--- src/design/matrix_keypad_scanner_with_repeat_defines.svh ---
// ----------------------------------------------------------------------------
// Keypad scanner assertion macros
// Concurrent checks on clk_i with reset rst_ni; empty in synthesis builds.
// ----------------------------------------------------------------------------
`ifndef MATRIX_KEYPAD_SCANNER_WITH_REPEAT_DEFINES_SVH
`define MATRIX_KEYPAD_SCANNER_WITH_REPEAT_DEFINES_SVH

`ifndef SYNTHESIS
// assert that prop holds at every clock outside reset
`define KPR_ASSERT(label, prop, msg) \
  label: assert property (@(posedge clk_i) disable iff (!rst_ni) prop) \
    else $error(msg);
// assert that cond never holds outside reset
`define KPR_NEVER(label, cond, msg) \
  label: assert property (@(posedge clk_i) disable iff (!rst_ni) !(cond)) \
    else $error(msg);
`else
`define KPR_ASSERT(label, prop, msg)
`define KPR_NEVER(label, cond, msg)
`endif

`endif

--- src/design/kpr_pkg.sv ---
// ----------------------------------------------------------------------------
// Keypad scanner package
// Shared types, register codes and reset values of the keypad scanner.
// ----------------------------------------------------------------------------
package kpr_pkg;

  localparam int unsigned FIFO_DEPTH_DEF = 64;
  localparam int unsigned CHAR_W         = 8;
  localparam int unsigned MASK_W         = 16;
  localparam int unsigned LEVEL_W        = 7;
  localparam int unsigned CFG_IDX_W      = 3;
  localparam int unsigned CFG_DATA_W     = 32;
  localparam int unsigned DELAY_W        = 8;
  localparam int unsigned NUM_KEYMAP     = 4;

  localparam logic [MASK_W-1:0]  SENSE_FLIP       = 16'h8888;
  localparam logic [DELAY_W-1:0] FIRST_DELAY_RST  = 8'd20;
  localparam logic [DELAY_W-1:0] REPEAT_DELAY_RST = 8'd2;
  localparam logic [NUM_KEYMAP-1:0][CFG_DATA_W-1:0] KEYMAP_RST = {
    32'd875640618, 32'd892483632, 32'd909326602, 32'd1650549604
  };

  localparam logic REQ_SCAN = 1'b0;
  localparam logic REQ_READ = 1'b1;

  typedef enum logic [CFG_IDX_W-1:0] {
    CFG_KEYMAP_0     = 3'd0,
    CFG_KEYMAP_1     = 3'd1,
    CFG_KEYMAP_2     = 3'd2,
    CFG_KEYMAP_3     = 3'd3,
    CFG_FIRST_DELAY  = 3'd4,
    CFG_REPEAT_DELAY = 3'd5
  } kpr_cfg_e;

  typedef struct packed {
    logic              is_read;
    logic [CHAR_W-1:0] ch;
    logic [MASK_W-1:0] mask;
  } kpr_op_t;

  typedef struct packed {
    logic               char_valid;
    logic               key_accepted;
    logic               key_dropped;
    logic [LEVEL_W-1:0] level;
    logic [MASK_W-1:0]  mask;
  } kpr_res_t;

endpackage

--- src/design/kpr_ram.sv ---
// ----------------------------------------------------------------------------
// Keypad scanner RAM
// Generic single-write, single-read memory with registered read data.
// ----------------------------------------------------------------------------
module kpr_ram #(
  parameter int unsigned WIDTH = 8,
  parameter int unsigned DEPTH = 64,
  localparam int unsigned AW   = (DEPTH > 1) ? $clog2(DEPTH) : 1
) (
  input  logic             clk_i,
  input  logic             we_i,
  input  logic [AW-1:0]    waddr_i,
  input  logic [WIDTH-1:0] wdata_i,
  input  logic             re_i,
  input  logic [AW-1:0]    raddr_i,
  output logic [WIDTH-1:0] rdata_o
);

  logic [WIDTH-1:0] mem_q [DEPTH];
  logic [WIDTH-1:0] rdata_q;

  always_ff @(posedge clk_i) begin
    if (we_i) begin
      mem_q[waddr_i] <= wdata_i;
    end
    if (re_i) begin
      rdata_q <= mem_q[raddr_i];
    end
  end

  assign rdata_o = rdata_q;

endmodule

--- src/design/kpr_queue.sv ---
// ----------------------------------------------------------------------------
// Keypad scanner word queue
// Two-word queue between the classifying front and the FIFO back end.
// ----------------------------------------------------------------------------
module kpr_queue
  import kpr_pkg::*;
(
  input  logic    clk_i,
  input  logic    rst_ni,
  input  logic    push_valid_i,
  input  kpr_op_t push_data_i,
  output logic    push_ready_o,
  output logic    pop_valid_o,
  output kpr_op_t pop_data_o,
  input  logic    pop_ready_i
);

  kpr_op_t     slot_q [2];
  logic        wr_q, wr_d;
  logic        rd_q, rd_d;
  logic [1:0]  cnt_q, cnt_d;
  logic        push, pop;

  assign push_ready_o = (cnt_q != 2'd2);
  assign pop_valid_o  = (cnt_q != 2'd0);
  assign pop_data_o   = slot_q[rd_q];
  assign push         = push_valid_i && push_ready_o;
  assign pop          = pop_valid_o && pop_ready_i;

  always_comb begin
    wr_d  = push ? ~wr_q : wr_q;
    rd_d  = pop ? ~rd_q : rd_q;
    cnt_d = cnt_q + {1'b0, push} - {1'b0, pop};
  end

  always_ff @(posedge clk_i or negedge rst_ni) begin
    if (!rst_ni) begin
      wr_q  <= 1'b0;
      rd_q  <= 1'b0;
      cnt_q <= 2'd0;
    end else begin
      wr_q  <= wr_d;
      rd_q  <= rd_d;
      cnt_q <= cnt_d;
    end
  end

  always_ff @(posedge clk_i) begin
    if (push) begin
      slot_q[wr_q] <= push_data_i;
    end
  end

endmodule

--- src/design/kpr_front.sv ---
// ----------------------------------------------------------------------------
// Keypad scanner front end
// Holds the registers, decodes the key mask, runs the repeat countdown
// and hands one classified word per accepted item to the queue.
// ----------------------------------------------------------------------------
`include "matrix_keypad_scanner_with_repeat_defines.svh"

module kpr_front
  import kpr_pkg::*;
(
  input  logic                  clk_i,
  input  logic                  rst_ni,
  input  logic                  cfg_we_i,
  input  logic [CFG_IDX_W-1:0]  cfg_idx_i,
  input  logic [CFG_DATA_W-1:0] cfg_wdata_i,
  input  logic                  in_valid_i,
  output logic                  in_ready_o,
  input  logic                  req_type_i,
  input  logic [MASK_W-1:0]     row_sense_i,
  output logic                  op_valid_o,
  output kpr_op_t               op_o,
  input  logic                  op_ready_i
);

  logic [NUM_KEYMAP-1:0][CFG_DATA_W-1:0] keymap_q;
  logic [DELAY_W-1:0] first_q, repeat_q;
  logic [MASK_W-1:0]  last_q, last_d;
  logic [DELAY_W-1:0] cnt_q, cnt_d;
  logic [MASK_W-1:0]  mask;
  logic               emit;
  logic               in_fire;
  logic [CHAR_W-1:0]  ch;

  function automatic logic [CHAR_W-1:0] lookup_char(
    input logic [MASK_W-1:0] m,
    input logic [NUM_KEYMAP*CFG_DATA_W-1:0] map
  );
    logic [CHAR_W-1:0] c;
    c = '0;
    for (int k = 0; k < MASK_W; k++) begin
      if (m == (MASK_W'(1) << k)) begin
        c = c | map[k*CHAR_W +: CHAR_W];
      end
    end
    return c;
  endfunction

  always_ff @(posedge clk_i or negedge rst_ni) begin
    if (!rst_ni) begin
      keymap_q <= KEYMAP_RST;
      first_q  <= FIRST_DELAY_RST;
      repeat_q <= REPEAT_DELAY_RST;
    end else if (cfg_we_i) begin
      unique case (cfg_idx_i)
        CFG_KEYMAP_0:     keymap_q[0] <= cfg_wdata_i;
        CFG_KEYMAP_1:     keymap_q[1] <= cfg_wdata_i;
        CFG_KEYMAP_2:     keymap_q[2] <= cfg_wdata_i;
        CFG_KEYMAP_3:     keymap_q[3] <= cfg_wdata_i;
        CFG_FIRST_DELAY:  first_q     <= cfg_wdata_i[DELAY_W-1:0];
        CFG_REPEAT_DELAY: repeat_q    <= cfg_wdata_i[DELAY_W-1:0];
        default: ;
      endcase
    end
  end

  assign mask       = ~(row_sense_i ^ SENSE_FLIP);
  assign in_ready_o = op_ready_i;
  assign in_fire    = in_valid_i && in_ready_o;

  always_comb begin
    cnt_d  = cnt_q;
    last_d = last_q;
    emit   = 1'b0;
    if (req_type_i == REQ_SCAN) begin
      if (mask != '0) begin
        if (mask != last_q) begin
          cnt_d = first_q;
          emit  = 1'b1;
        end else if (cnt_q <= DELAY_W'(1)) begin
          cnt_d = repeat_q;
          emit  = 1'b1;
        end else begin
          cnt_d = cnt_q - DELAY_W'(1);
        end
      end
      last_d = mask;
    end
  end

  assign ch = emit ? lookup_char(mask, keymap_q) : '0;

  always_comb begin
    op_valid_o   = in_valid_i;
    op_o.is_read = (req_type_i == REQ_READ);
    op_o.ch      = ch;
    op_o.mask    = (req_type_i == REQ_SCAN) ? mask : last_q;
  end

  always_ff @(posedge clk_i or negedge rst_ni) begin
    if (!rst_ni) begin
      last_q <= '0;
      cnt_q  <= '0;
    end else if (in_fire) begin
      last_q <= last_d;
      cnt_q  <= cnt_d;
    end
  end

  `KPR_ASSERT(a_reload_first, in_fire && (req_type_i == REQ_SCAN) && (mask != '0) && (mask != last_q) |=> cnt_q == $past(first_q), "countdown not reloaded on new key")
  `KPR_ASSERT(a_mask_kept, in_fire && (req_type_i == REQ_SCAN) |=> last_q == $past(mask), "last mask not updated by scan")
  `KPR_NEVER(a_read_no_char, op_valid_o && op_o.is_read && (op_o.ch != '0), "read word carries a character")

endmodule

--- src/design/kpr_back.sv ---
// ----------------------------------------------------------------------------
// Keypad scanner back end
// Character FIFO over a RAM: pushes scan characters, pops on reads and
// holds the result word until it is taken.
// ----------------------------------------------------------------------------
`include "matrix_keypad_scanner_with_repeat_defines.svh"

module kpr_back
  import kpr_pkg::*;
#(
  parameter int unsigned FIFO_DEPTH = FIFO_DEPTH_DEF
) (
  input  logic              clk_i,
  input  logic              rst_ni,
  input  logic              op_valid_i,
  input  kpr_op_t           op_i,
  output logic              op_ready_o,
  output logic              res_valid_o,
  output kpr_res_t          res_o,
  output logic [CHAR_W-1:0] res_char_o,
  input  logic              res_ready_i
);

  localparam int unsigned AW = $clog2(FIFO_DEPTH);
  localparam int unsigned HW = $clog2(FIFO_DEPTH + 1);
  localparam logic [AW-1:0] PTR_LAST = AW'(FIFO_DEPTH - 1);
  localparam logic [HW-1:0] HELD_MAX = HW'(FIFO_DEPTH);

  logic [AW-1:0]     wr_q, wr_d, rd_q, rd_d;
  logic [HW-1:0]     held_q, held_d;
  logic              res_valid_q, res_valid_d;
  kpr_res_t          res_q, res_d;
  logic              advance, fire, has_char, push, drop, pop;
  logic [CHAR_W-1:0] rdata;

  assign advance    = !res_valid_q || res_ready_i;
  assign op_ready_o = advance;
  assign fire       = op_valid_i && advance;
  assign has_char   = !op_i.is_read && (op_i.ch != '0);
  assign push       = fire && has_char && (held_q != HELD_MAX);
  assign drop       = fire && has_char && (held_q == HELD_MAX);
  assign pop        = fire && op_i.is_read && (held_q != '0);

  always_comb begin
    wr_d   = push ? ((wr_q == PTR_LAST) ? '0 : wr_q + AW'(1)) : wr_q;
    rd_d   = pop ? ((rd_q == PTR_LAST) ? '0 : rd_q + AW'(1)) : rd_q;
    held_d = held_q + HW'(push) - HW'(pop);
    res_valid_d = advance ? fire : res_valid_q;
    res_d              = res_q;
    if (fire) begin
      res_d.char_valid   = pop;
      res_d.key_accepted = push;
      res_d.key_dropped  = drop;
      res_d.level        = LEVEL_W'(held_d);
      res_d.mask         = op_i.mask;
    end
  end

  kpr_ram #(
    .WIDTH(CHAR_W),
    .DEPTH(FIFO_DEPTH)
  ) u_store (
    .clk_i   (clk_i),
    .we_i    (push),
    .waddr_i (wr_q),
    .wdata_i (op_i.ch),
    .re_i    (pop),
    .raddr_i (rd_q),
    .rdata_o (rdata)
  );

  always_ff @(posedge clk_i or negedge rst_ni) begin
    if (!rst_ni) begin
      wr_q        <= '0;
      rd_q        <= '0;
      held_q      <= '0;
      res_valid_q <= 1'b0;
    end else begin
      wr_q        <= wr_d;
      rd_q        <= rd_d;
      held_q      <= held_d;
      res_valid_q <= res_valid_d;
    end
  end

  always_ff @(posedge clk_i) begin
    res_q <= res_d;
  end

  assign res_valid_o = res_valid_q;
  assign res_o       = res_q;
  assign res_char_o  = res_q.char_valid ? rdata : '0;

  `KPR_ASSERT(a_held_bound, held_q <= HELD_MAX, "held count above depth")
  `KPR_NEVER(a_acc_drop, res_valid_q && res_q.key_accepted && res_q.key_dropped, "word both pushed and dropped")
  `KPR_ASSERT(a_stall_hold, res_valid_q && !res_ready_i |=> $stable(res_char_o), "stalled character changed")

endmodule

--- src/design/matrix_keypad_scanner_with_repeat.sv ---
// ----------------------------------------------------------------------------
// Matrix keypad scanner with typematic repeat
//
//   channel  direction  handshake                  words
//   in       input      in_valid_i / in_ready_o    req_type_i, row_sense_i
//   out      output     out_valid_o / out_ready_i  out_char_o .. pressed_keys_o
//   cfg      input      cfg_we_i                   cfg_idx_i, cfg_wdata_i
//
// One word per cycle sustained while out_ready_i takes each result; an input
// word is registered into the two-word queue and its result is registered in
// the FIFO back end. The back end's single RAM port pair (one push or one pop
// a cycle) sets the rate. Reset clears the queue, pointers, countdown and mask
// and restores the keymap and delays; the character RAM needs no clearing.
// An output stall fills the queue, after which in_ready_o drops.
// ----------------------------------------------------------------------------
module matrix_keypad_scanner_with_repeat
  import kpr_pkg::*;
#(
  parameter int unsigned FIFO_DEPTH = FIFO_DEPTH_DEF
) (
  input  logic                  clk_i,
  input  logic                  rst_ni,
  input  logic                  cfg_we_i,
  input  logic [CFG_IDX_W-1:0]  cfg_idx_i,
  input  logic [CFG_DATA_W-1:0] cfg_wdata_i,
  input  logic                  in_valid_i,
  output logic                  in_ready_o,
  input  logic                  req_type_i,
  input  logic [MASK_W-1:0]     row_sense_i,
  output logic                  out_valid_o,
  input  logic                  out_ready_i,
  output logic [CHAR_W-1:0]     out_char_o,
  output logic                  char_valid_o,
  output logic                  key_accepted_o,
  output logic                  key_dropped_o,
  output logic [LEVEL_W-1:0]    fifo_level_o,
  output logic [MASK_W-1:0]     pressed_keys_o
);

  logic     fr_valid, fr_ready;
  kpr_op_t  fr_op;
  logic     bk_valid, bk_ready;
  kpr_op_t  bk_op;
  kpr_res_t res;

  kpr_front u_front (
    .clk_i       (clk_i),
    .rst_ni      (rst_ni),
    .cfg_we_i    (cfg_we_i),
    .cfg_idx_i   (cfg_idx_i),
    .cfg_wdata_i (cfg_wdata_i),
    .in_valid_i  (in_valid_i),
    .in_ready_o  (in_ready_o),
    .req_type_i  (req_type_i),
    .row_sense_i (row_sense_i),
    .op_valid_o  (fr_valid),
    .op_o        (fr_op),
    .op_ready_i  (fr_ready)
  );

  kpr_queue u_queue (
    .clk_i        (clk_i),
    .rst_ni       (rst_ni),
    .push_valid_i (fr_valid),
    .push_data_i  (fr_op),
    .push_ready_o (fr_ready),
    .pop_valid_o  (bk_valid),
    .pop_data_o   (bk_op),
    .pop_ready_i  (bk_ready)
  );

  kpr_back #(
    .FIFO_DEPTH(FIFO_DEPTH)
  ) u_back (
    .clk_i       (clk_i),
    .rst_ni      (rst_ni),
    .op_valid_i  (bk_valid),
    .op_i        (bk_op),
    .op_ready_o  (bk_ready),
    .res_valid_o (out_valid_o),
    .res_o       (res),
    .res_char_o  (out_char_o),
    .res_ready_i (out_ready_i)
  );

  assign char_valid_o   = res.char_valid;
  assign key_accepted_o = res.key_accepted;
  assign key_dropped_o  = res.key_dropped;
  assign fifo_level_o   = res.level;
  assign pressed_keys_o = res.mask;

endmodule
--- config.mk ---
export PLATFORM = sky130hd
export DESIGN_NAME = matrix_keypad_scanner_with_repeat
export DESIGN_NICKNAME = d
export VERILOG_FILES = /design/src/design/kpr_pkg.sv /design/src/design/kpr_ram.sv /design/src/design/kpr_queue.sv /design/src/design/kpr_front.sv /design/src/design/kpr_back.sv /design/src/design/matrix_keypad_scanner_with_repeat.sv
export VERILOG_INCLUDE_DIRS = /design/src /design/src/design
export SDC_FILE = /design/constraint.sdc
export NUM_CORES = 1
export LEC_CHECK = 0
export ABC_AREA = 1
export BUFFER_PORTS_ARGS = -buffer_cell sky130_fd_sc_hd__buf_2
export CAP_MARGIN = 10
export CORE_MARGIN = 10
export CORE_UTILIZATION = 44
export DETAILED_ROUTE_END_ITERATION = 7
export PLACE_DENSITY = 0.61
export SYNTH_ARGS = -nofsm -noshare
export SYNTH_HDL_FRONTEND = slang
export SYNTH_SLANG_ARGS = --single-unit
export TNS_END_PERCENT = 20
--- constraint.sdc ---
create_clock -name clk_i -period 8 [get_ports clk_i]
set_clock_uncertainty 0.2 [all_clocks]
set_input_delay 1.2 -clock clk_i [delete_from_list [all_inputs] [get_ports clk_i]]
set_output_delay 1.2 -clock clk_i [all_outputs]
set_load 0.01 [all_outputs]
# == Word level (Yosys, flattened, before mapping) ==
# Memories as Yosys holds them, arrays and structs flattened. A register that Yosys moved wholly into a read port is not among the register bits.
# Cells that the tools add are included.
# totals
ramBits,562
memories,2
input_bits,57
rom_bits,0
register_bits,218
latchBits,0
word_cells,131
# op_classes
n_reduce_logical,23
eq_ne,27
add_sub_neg,7
n_shift,0
n_lt_le_gt_ge,1
muxes,31
div,0
bitwise_logic,20
mul,0
# memory_table
memory,depth,word_bits,read_ports,rd_clocked_by_memory_dff,write_ports,line,rtl
u_back.u_store.mem_q,64,8,1,1,1,kpr_ram.sv:19,logic [WIDTH-1:0] mem_q [DEPTH];
u_queue.slot_q,2,25,1,0,1,kpr_queue.sv:18,kpr_op_t slot_q [2];
# op_table
op,count
$mux 8,20
$or 8x8->8,15
$eq 16x1->1 const B,1
$eq 16x10->1 const B,1
$eq 16x11->1 const B,1
$eq 16x12->1 const B,1
$eq 16x13->1 const B,1
$eq 16x14->1 const B,1
$eq 16x15->1 const B,1
$eq 16x16->1 const B,1
$eq 16x2->1 const B,1
$eq 16x3->1 const B,1
$eq 16x4->1 const B,1
$eq 16x5->1 const B,1
$eq 16x6->1 const B,1
$eq 16x7->1 const B,1
$eq 16x8->1 const B,1
$eq 16x9->1 const B,1
$mux 16,1
$ne 16x16->1,1
$not 16->16,1
$reduce_bool 16->1,1
$add 6x1->6 const B,2
$eq 6x6->1 const B,2
other kinds (25),50

# == Depth between registers and ports, before layout ==
# Gate-level depths: netlist (run 1).
# logic_depth
ltp_word,35
mapped_depth,17
depth_no_buf,17

# == Modules after synthesis ==
# A second synthesis (run 1) with hierarchy kept.
# unflattened
hier_cells,3308
hier_area_um2,34300.4
# modules_own_cells
module,instances,area_each_um2,cells_per_inst
kpr_ram,1,21419.3,1805
kpr_front,1,8617.0,1126
kpr_back,1,2194.6,215
kpr_queue,1,2069.5,162

# == Worst setup path after synthesis (run 1) ==
# OpenSTA, ideal clock, no wires.
# synth_path
path_type,input -> register
startpoint,input port out_ready_i
endpoint,register u_back.res_q (netlist bit u_back.res_o[22]) (data pin)
required_ns,7.535
setup_time_ns,0.265
setup_slack_ns,4.134
stages,16
path_buffers,0
arrival_time_ns,3.401
cell_sequence,inv_1 nand2_1 o21ai_1 nor2_1 nand2_1 inv_2 ha_1 inv_1 ha_1 inv_1 fa_1 o21ai_0 a21oi_1 nor2_1 nor2_1 xor2_1
# synth_via
elab_cells_between_ends,8
classes_between,2 x add/sub; 6 x reduce/logical
# synth_rtl
item,line,rtl
start: declaration,matrix_keypad_scanner_with_repeat.sv:31,"input logic out_ready_i,"
$logic_or 1x1->1,kpr_back.sv:36,assign advance = !res_valid_q || res_ready_i;
$logic_and 1x1->1,kpr_back.sv:38,assign fire = op_valid_i && advance;
$logic_and 1x1->1 (2 in a row),kpr_back.sv:42,assign pop = fire && op_i.is_read && (held_q != '0);
named net u_back.pop,kpr_back.sv:33,"logic advance, fire, has_char, push, drop, pop;"
$sub 7x1->7,kpr_back.sv:47,held_d = held_q + HW'(push) - HW'(pop);
named net u_back.held_d[6],kpr_back.sv:30,"logic [HW-1:0] held_q, held_d;"
end signal: assignment,kpr_back.sv:87,res_q <= res_d;
end: declaration,kpr_back.sv:32,"kpr_res_t res_q, res_d;"
# The timed path passes the listed nets, and every way through them passes these cells.
# A chain may end at the register's enable or synchronous reset.

==> results of run 1 <==
-- stage by stage --
step | hold slack [ps] | cells
final | 285 | 4241
after global routing | 305 | 4241
after CTS | 287 | 4241
after detailed placement | 273 | 4090
after global placement | 266 | 4090
after floorplan | 248 | 3153
-- cell type report --
class	instances	area [sq um]
Fill cell	6704	38200
Sequential cell	788	22800
Multi-Input combinational cell	2032	9380
Clock buffer	100	2200
Tap cell	978	1220
Inverter	176	673
Timing Repair Buffer	116	649
Clock inverter	51	577
-- power by group --
part / internal (mW) / leakage (nW) / total (mW) / switching (mW)
combinational: 1.07 / 5.34 / 4.13 / 3.07
clock: 2.32 / 1.36 / 3.92 / 1.60
sequential: 5.46 / 7.70 / 5.86 / 0.403
-- layer usage --
metal / track usage (%) / wire length (um) / up-vias
met1: 25.3 / 36000 / 11200
met5: 0 / 0 / -
met2: 33.0 / 41800 / 828
met3: 3.76 / 5920 / 183
li1: - / - / 10900
met4: 8.41 / 3590 / 0
-- logic make-up after synthesis --
| logic type | after synthesis |
|---|---|
| AND/OR/NAND/NOR | 1402 |
| flip-flops | 788 |
| AO/OA/AOI/OAI | 585 |
| XOR/XNOR | 29 |
| buffers and inverters | 333 |
| adder cells (fa/ha/maj) | 16 |
-- worst min-delay path, stage by stage (launching register included) --
cell     delay, ps
dfrtp_1        340
nand2_1         50
o21ai_0         60
-- path summary, 6_finish.rpt --
kind / start / endpoint / slack [ps]
worst max-delay path: u_queue.rd_q / u_back.res_o[22] / 2870
worst min-delay path: u_front.keymap_q[87] / u_front.keymap_q[87] / 280
max in group asynchronous: rst_ni / u_back.rd_q[0] / 5740
min in group asynchronous: rst_ni / u_front.keymap_q[56] / 400
worst max register to register: u_queue.rd_q / u_back.res_o[22] / 2870
worst min register to register: u_front.keymap_q[87] / u_front.keymap_q[87] / 280
-- placed cells by master, fill, tap and decap left out, types with 2 or more instances in the layout --
master,Yosys,final
ha_1,15,15
xor2_1,19,19
nor2_1,501,498
inv_1,165,160
a31oi_1,3,3
dfrtp_1,136,134
buf_4,15,24
xnor2_1,10,10
nor2_4,3,4
bufinv_16,0,11
nor2_2,3,5
clkbuf_16,0,83
inv_2,4,4
nand3_1,182,180
o211ai_1,64,64
o21ai_0,445,445
clkinv_2,0,20
a21oi_1,32,32
nor3_1,15,15
edfxtp_1,596,596
nand3_2,2,4
o21ai_1,4,4
dfstp_2,56,56
nand2_1,647,641
clkbuf_1,85,11
clkbuf_8,0,7
clkinvlp_4,0,2
inv_6,0,5
buf_2,48,91
o22ai_1,27,27
nand4_1,38,38
clkinv_4,0,2
dfrtp_4,0,2
o21ai_2,4,4
nand2_2,4,10
clkinv_1,6,20
-- flip-flops by register name (all words and copies together), names as in the netlist --
signal,cells
u_back.held_q,7
u_back.rd_q,6
u_back.res_o,26
u_back.res_valid_o,1
u_back.u_store.mem_q,512
u_back.u_store.rdata_o,8
u_back.wr_q,6
u_front.cnt_q,8
u_front.first_q,8
u_front.keymap_q,128
u_front.last_q,16
u_front.repeat_q,8
u_queue.cnt_q,2
u_queue.rd_q,1
u_queue.slot_q,50
u_queue.wr_q,1
==> impl_metrics.json, run 1 <==
{
  "worst_slack_placed_ps": 2860,
  "worst_pin_slew_ps": 1230,
  "pin_count_of_the_biggest_net_entering_global_routing": 159,
  "port_buffers": 92,
  "worstHoldPathType": "flip-flop to flip-flop",
  "viasPerCell": 5.46,
  "outcome": "complete, no violations",
  "initial_core_util_pct": 44.2,
  "reg2regPathDepth": 16,
  "clock_path_buffers": 3,
  "placed_cell_area_sq_um": 34700,
  "num-nets-final": 3269,
  "min_period_ps": 5130,
  "worst-path-stages": 16,
  "design.portCount": 93,
  "worstSetupStartpointType": "flip-flop",
  "worst_skew_pair.late_latency_ps": 640,
  "worstPathArrival_ps": 5300,
  "floorplan.die_area_sq_um": 87600,
  "timing.final.max_slew_violations": 0,
  "yosys.cell_count.top_type": "nand2_1",
  "vias_in_the_first_global_route": 22900,
  "vdd.ir_drop.worst_v": 0.000222,
  "final_hold_viol_count": 0,
  "yosysWarnings": 0,
  "proportion_of_synthesized_chip_area_in_sequential_cells_pct": 68.0,
  "standard_cell_core_area_sq_um": 75700,
  "rsz0062_at_grt": "false",
  "crit_path_cell_trace": "inv_2 -> nand2_1 -> nand2_2 -> buf_4 -> nor3_1 -> nand2_1 -> nand3_2 -> inv_4 -> ha_1 -> inv_1 -> fa_1 -> o21ai_0 -> a21oi_1 -> nor2_1 -> nor2_1 -> xor2_1",
  "yosys_most_used_dff": "edfxtp_1",
  "synth_edf_count": 596,
  "f_max_mhz": 195,
  "totalWireLength_mm": 87.3,
  "worstSetupEndpointType": "flip-flop",
  "synth_commonest_cells": "nand2_1 (647), edfxtp_1 (596), nor2_1 (501), o21ai_0 (445), nand3_1 (182)",
  "netlist.area_leader.share_pct": 53.4,
  "syn-instance-count": 3153,
  "clock_sinks": 788,
  "detailroute.via_count": 23200,
  "synth_top_cell_by_area": "edfxtp_1",
  "required_ps": 8170,
  "drive_gt1_share_pct": 10.5,
  "diodes_inserted": 0,
  "path_delay_family": "buffers and inverters",
  "antenna_found_initial": 0,
  "setup_total_negative_slack_ps": 0,
  "powerDensity_nw_per_um2": 371,
  "slew_headroom_pct": 18.0,
  "dr_drc_count": 0,
  "gp_congestion": 0.892,
  "final_std_cell_area_no_fill_sq_um": 37500,
  "multiplexer_fraction_of_the_synthesized_cell_area_pct": 0,
  "synth_compound_gate_area_share_pct": 9.48,
  "total_chip_power_mw": 13.9,
  "area.growth.synth_to_final_pct": 11.9,
  "dr.first_iter.drc_count": 2267,
  "synthXorXnorAreaFrac_pct": 0.758,
  "holdPathStages": 2,
  "final_min_period_over_clock_period_pct": 64.1,
  "grt_use_total_pct": 19.9,
  "die_w_um": 296,
  "tritoncts": "done",
  "setup_ws_ps": 2870,
  "drt_pass1_iterations": 6,
  "syn-cell-area_sq_um": 33500,
  "synthesis.nets": 3226,
  "unique_masters_post_synth": 45,
  "die-height_um": 296,
  "post_synth.cell_area_avg_sq_um": 10.6,
  "ant_nets": 0,
  "synth-async-reset-ratio_pct": 24.4,
  "synth-adder-area-share_pct": 0.620,
  "timing_worst_setup_path_type": "flip-flop to flip-flop",
  "cts_hold_buf": 0,
  "cts_root_buffer": "clkbuf_16",
  "postLayoutCoreUtil_pct": 49.5,
  "cts_htree_levels": 3,
  "ys_ff_latch": 788,
  "combinational_family_with_the_most_area_after_synthesis": "simple AND/OR/NAND/NOR gates",
  "fp-row-count": 101,
  "timing.final.setup_violations": 0,
  "leakagePower_nw": 14.4,
  "slowest_delay_ps": 740,
  "dp_hpwl_mm": 55.2,
  "postCtsSetupBuffers": 0,
  "worst_setup_hold_path_clk_slew_ps": 60,
  "buffers_and_inverters_on_the_worst_path": 4,
  "max_cap_viol_count": 0,
  "ctsResizeCount": 0,
  "routedWlPerCell_um": 20.6,
  "synth_simple_gate_area_share_pct": 17.0,
  "timing.critical_path.fanout_max": 65,
  "numCtsBuffers": 82,
  "timing.critical_path.slowest_stage_cell": "dfrtp_1",
  "grt_pass1_wl_mm": 134,
  "globalRouteOverflowTotal": 0,
  "leading_cell_types_by_total_area_after_synthesis": "edfxtp_1 (53%), dfrtp_1 (10%), nand2_1 (7.3%)"
}
Power figures use the tool's default switching activity.
==> inputs of run 2 (changes only) <==
--- a/config.mk
+++ b/config.mk
@@ -6,7 +6,7 @@
 export SDC_FILE = /design/constraint.sdc
 export NUM_CORES = 1
 export LEC_CHECK = 0
-export ABC_AREA = 1
+export ABC_AREA = 0
 export BUFFER_PORTS_ARGS = -buffer_cell sky130_fd_sc_hd__buf_2
 export CAP_MARGIN = 10
 export CORE_MARGIN = 10
==> constraint.sdc (replaced) <==
create_clock -name clk_i -period 5.36 [get_ports clk_i]
set_clock_uncertainty 0.2 [all_clocks]
set_input_delay 0.804 -clock clk_i [delete_from_list [all_inputs] [get_ports clk_i]]
set_output_delay 0.804 -clock clk_i [all_outputs]
set_load 0.01 [all_outputs]
==> impl_metrics.json, run 2 <==
{
  "outcome": "complete, no violations",
  "r2r_start": "u_queue.rd_q",
  "port_buffers": 92,
  "yosysWarnings": 0,
  "ys_ff_latch": 788,
  "clock_sinks": 788,
  "viasPerCell": 5.79,
  "pin_count_of_the_biggest_net_entering_global_routing": 90,
  "leakagePower_nw": 12.3,
  "totalWireLength_mm": 75.0,
  "max_flop_register": "u_back.u_store.mem_q",
  "cts_root_buffer": "clkbuf_16",
  "powerDensity_nw_per_um2": 524,
  "vias_in_the_first_global_route": 17800,
  "num-nets-final": 1992,
  "ff2ff_setup_slack_ps": 1340,
  "timing.critical_path.to": "u_back.u_store.mem_q[34][6]",
  "syn-instance-count": 1798,
  "tritoncts": "done",
  "setup_total_negative_slack_ps": 0,
  "standard_cell_core_area_sq_um": 72800,
  "antenna_found_initial": 3,
  "critical_path.startpoint": "u_queue.rd_q",
  "drive_gt1_share_pct": 33.6,
  "post_synth.cell_area_avg_sq_um": 17.9,
  "total_chip_power_mw": 19.1,
  "p_switching_mw": 5.90,
  "largest_registers": "u_back.u_store.mem_q (512), u_front.keymap_q (128), u_queue.slot_q (50)",
  "power.sequential.fraction_pct": 45.6,
  "postCtsSetupBuffers": 0,
  "die_w_um": 291,
  "worstHoldPathType": "primary input to async pin",
  "proportion_of_synthesized_chip_area_in_sequential_cells_pct": 70.6,
  "min_period_ps": 4020,
  "worst_slack_placed_ps": 1360,
  "clock_path_buffers": 3,
  "comb_power_share_pct": 26.1,
  "globalRouteOverflowTotal": 0,
  "netlist.area_leader.share_pct": 55.5,
  "layout.cells.most_common": "edfxtp_1",
  "fillCellCount": 5986,
  "synth-async-reset-ratio_pct": 24.4,
  "worstSetupEndpointType": "flip-flop",
  "ant_nets": 0,
  "cts_hold_buf": 0,
  "grt_pass1_wl_mm": 114,
  "power_report.internal_total_mw": 13.2,
  "clkPwrFrac_pct": 28.3,
  "slew_headroom_pct": 17.0,
  "setup_ws_ps": 1340,
  "final_hold_viol_count": 0,
  "met3_usage_grt_pct": 3.64,
  "fin_cells": 2945,
  "synthesis.nets": 1871,
  "flip_flop_count_of_the_largest_register_after_layout": 512,
  "dr_drc_count": 0,
  "worstPathArrival_ps": 4060,
  "mostFrequentLayoutCells": "edfxtp_1 (596), mux2_2 (187), dfrtp_1 (134), mux4_2 (128), nor2_1 (94)",
  "area.growth.synth_to_final_pct": 12.9,
  "f_max_mhz": 249,
  "yosys_most_used_dff": "edfxtp_1",
  "initial_core_util_pct": 44.3,
  "detailroute.via_count": 17100,
  "fp-row-count": 99,
  "grt.met1_usage_pct": 23.3,
  "gr_layer_usage_met2_pct": 28.6,
  "timing.final.setup_violations": 0,
  "worst_setup_hold_path_clk_slew_ps": 60,
  "dp_hpwl_mm": 48.0,
  "critical_path.reg2reg.endpoint": "u_back.u_store.mem_q[34][6]",
  "worstSetupStartpointType": "flip-flop",
  "dr.first_iter.drc_count": 1556,
  "timing.critical_path.fanout_max": 16,
  "reg2regPathDepth": 7,
  "grt-busiest-layer": "met2",
  "yosys.cell_count.top_type": "edfxtp_1",
  "synth_top_cell_by_area": "edfxtp_1",
  "unique_masters_post_synth": 76,
  "gp_congestion": 0.860,
  "numCtsBuffers": 81,
  "post-place-cells": 2795,
  "vdd.ir_drop.worst_v": 0.000250,
  "syn-cell-area_sq_um": 32200,
  "rsz0062_at_grt": "false",
  "worst_skew_pair.late_latency_ps": 640,
  "drt_pass1_iterations": 5,
  "required_ps": 5400,
  "final_min_period_over_clock_period_pct": 75.0,
  "ctsResizeCount": 0,
  "worst_pin_slew_ps": 1230,
  "synth_commonest_cells": "edfxtp_1 (596), mux2_2 (187), dfrtp_1 (136), mux4_2 (128), nor2_1 (97)",
  "die-height_um": 291,
  "cts_htree_levels": 3,
  "floorplan.die_area_sq_um": 84500,
  "synth_edf_count": 596,
  "final_std_cell_area_no_fill_sq_um": 36400,
  "leading_cell_types_by_total_area_after_synthesis": "edfxtp_1 (56%), dfrtp_1 (11%), mux4_2 (8.9%)",
  "timing_worst_setup_path_type": "flip-flop to flip-flop",
  "power.share.switching_pct": 30.9,
  "routedWlPerCell_um": 25.5,
  "grt_use_total_pct": 17.5,
  "placed_cell_area_sq_um": 33900,
  "design.portCount": 93,
  "max_cap_viol_count": 0,
  "timing.final.max_slew_violations": 0
}
## run 2: area by class of cell
cell class | count | area (sq um) | share of cell area [%]
sequential | 788 | 22800 | 62.6
clock buffer | 95 | 2100 | 5.77
timing repair buffer | 141 | 862 | 2.37
tap | 959 | 1200 | 3.30
antenna | 2 | 5.00 | 0.0137
multi-input combinational | 880 | 8930 | 24.5
clock inverter | 53 | 423 | 1.16
inverter | 27 | 101 | 0.278
## run 2: how the worst min path moves through the flow
stage                         start                   end  slack [ps]  cells after the start
2_1_floorplan      u_queue.cnt_q[1]      u_queue.cnt_q[1]         270                      1
3_3_place_gp       u_queue.cnt_q[1]      u_queue.cnt_q[1]         290                      1
3_5_place_dp   u_front.keymap_q[98]  u_front.keymap_q[98]         290                      1
4_1_cts                      rst_ni  u_front.keymap_q[54]          70                      1
5_1_grt                      rst_ni  u_front.keymap_q[54]         100                      1
6_report                     rst_ni  u_front.keymap_q[54]          40                      1
## run 2: kinds of logic after synthesis
kind of cell / after synthesis / synth area share, %
flip-flops: 788 / 70.6
multiplexers: 322 / 15.7
AND/OR/NAND/NOR: 291 / 5.36
AO/OA/AOI/OAI: 214 / 4.91
buffers and inverters: 130 / 1.72
XOR/XNOR: 37 / 1.01
adder cells (fa/ha/maj): 16 / 0.644
## run 2: power by group through the flow
stage,clock [mW],combinational [mW],sequential [mW]
3_5_place_dp,0,5.03,8.82
2_1_floorplan,0,3.54,8.45
6_report,5.41,4.98,8.70
3_3_place_gp,0,4.93,8.80
5_1_grt,5.75,5.37,8.80
4_1_cts,5.51,5.04,8.71
## run 2: worst max-delay path, cell delays in order (launching register included)
cell and delay [ps]:
dfrtp_1 670, mux2i_4 370, or3b_4 420, a221oi_4 190, buf_4 300, nand4bb_1 540
buf_4 380, nor2_1 550
## run 2: metrics by stage
| stage | utilization [%] | hold slack (ps) |
|---|---|---|
| global placement | 46.5 | 288 |
| CTS | 50.0 | 69.2 |
| floorplan | - | 268 |
| detailed placement | 46.5 | 292 |
| finish | 50.0 | 39.9 |
| global route | 50.0 | 98.2 |
## run 2: per-layer routing
metal | routed length (um) | up-vias
li1 | - | 7439
met3 | 4290 | 126
met1 | 32300 | 8980
met5 | 24 | -
met4 | 1890 | 4
met2 | 36600 | 503
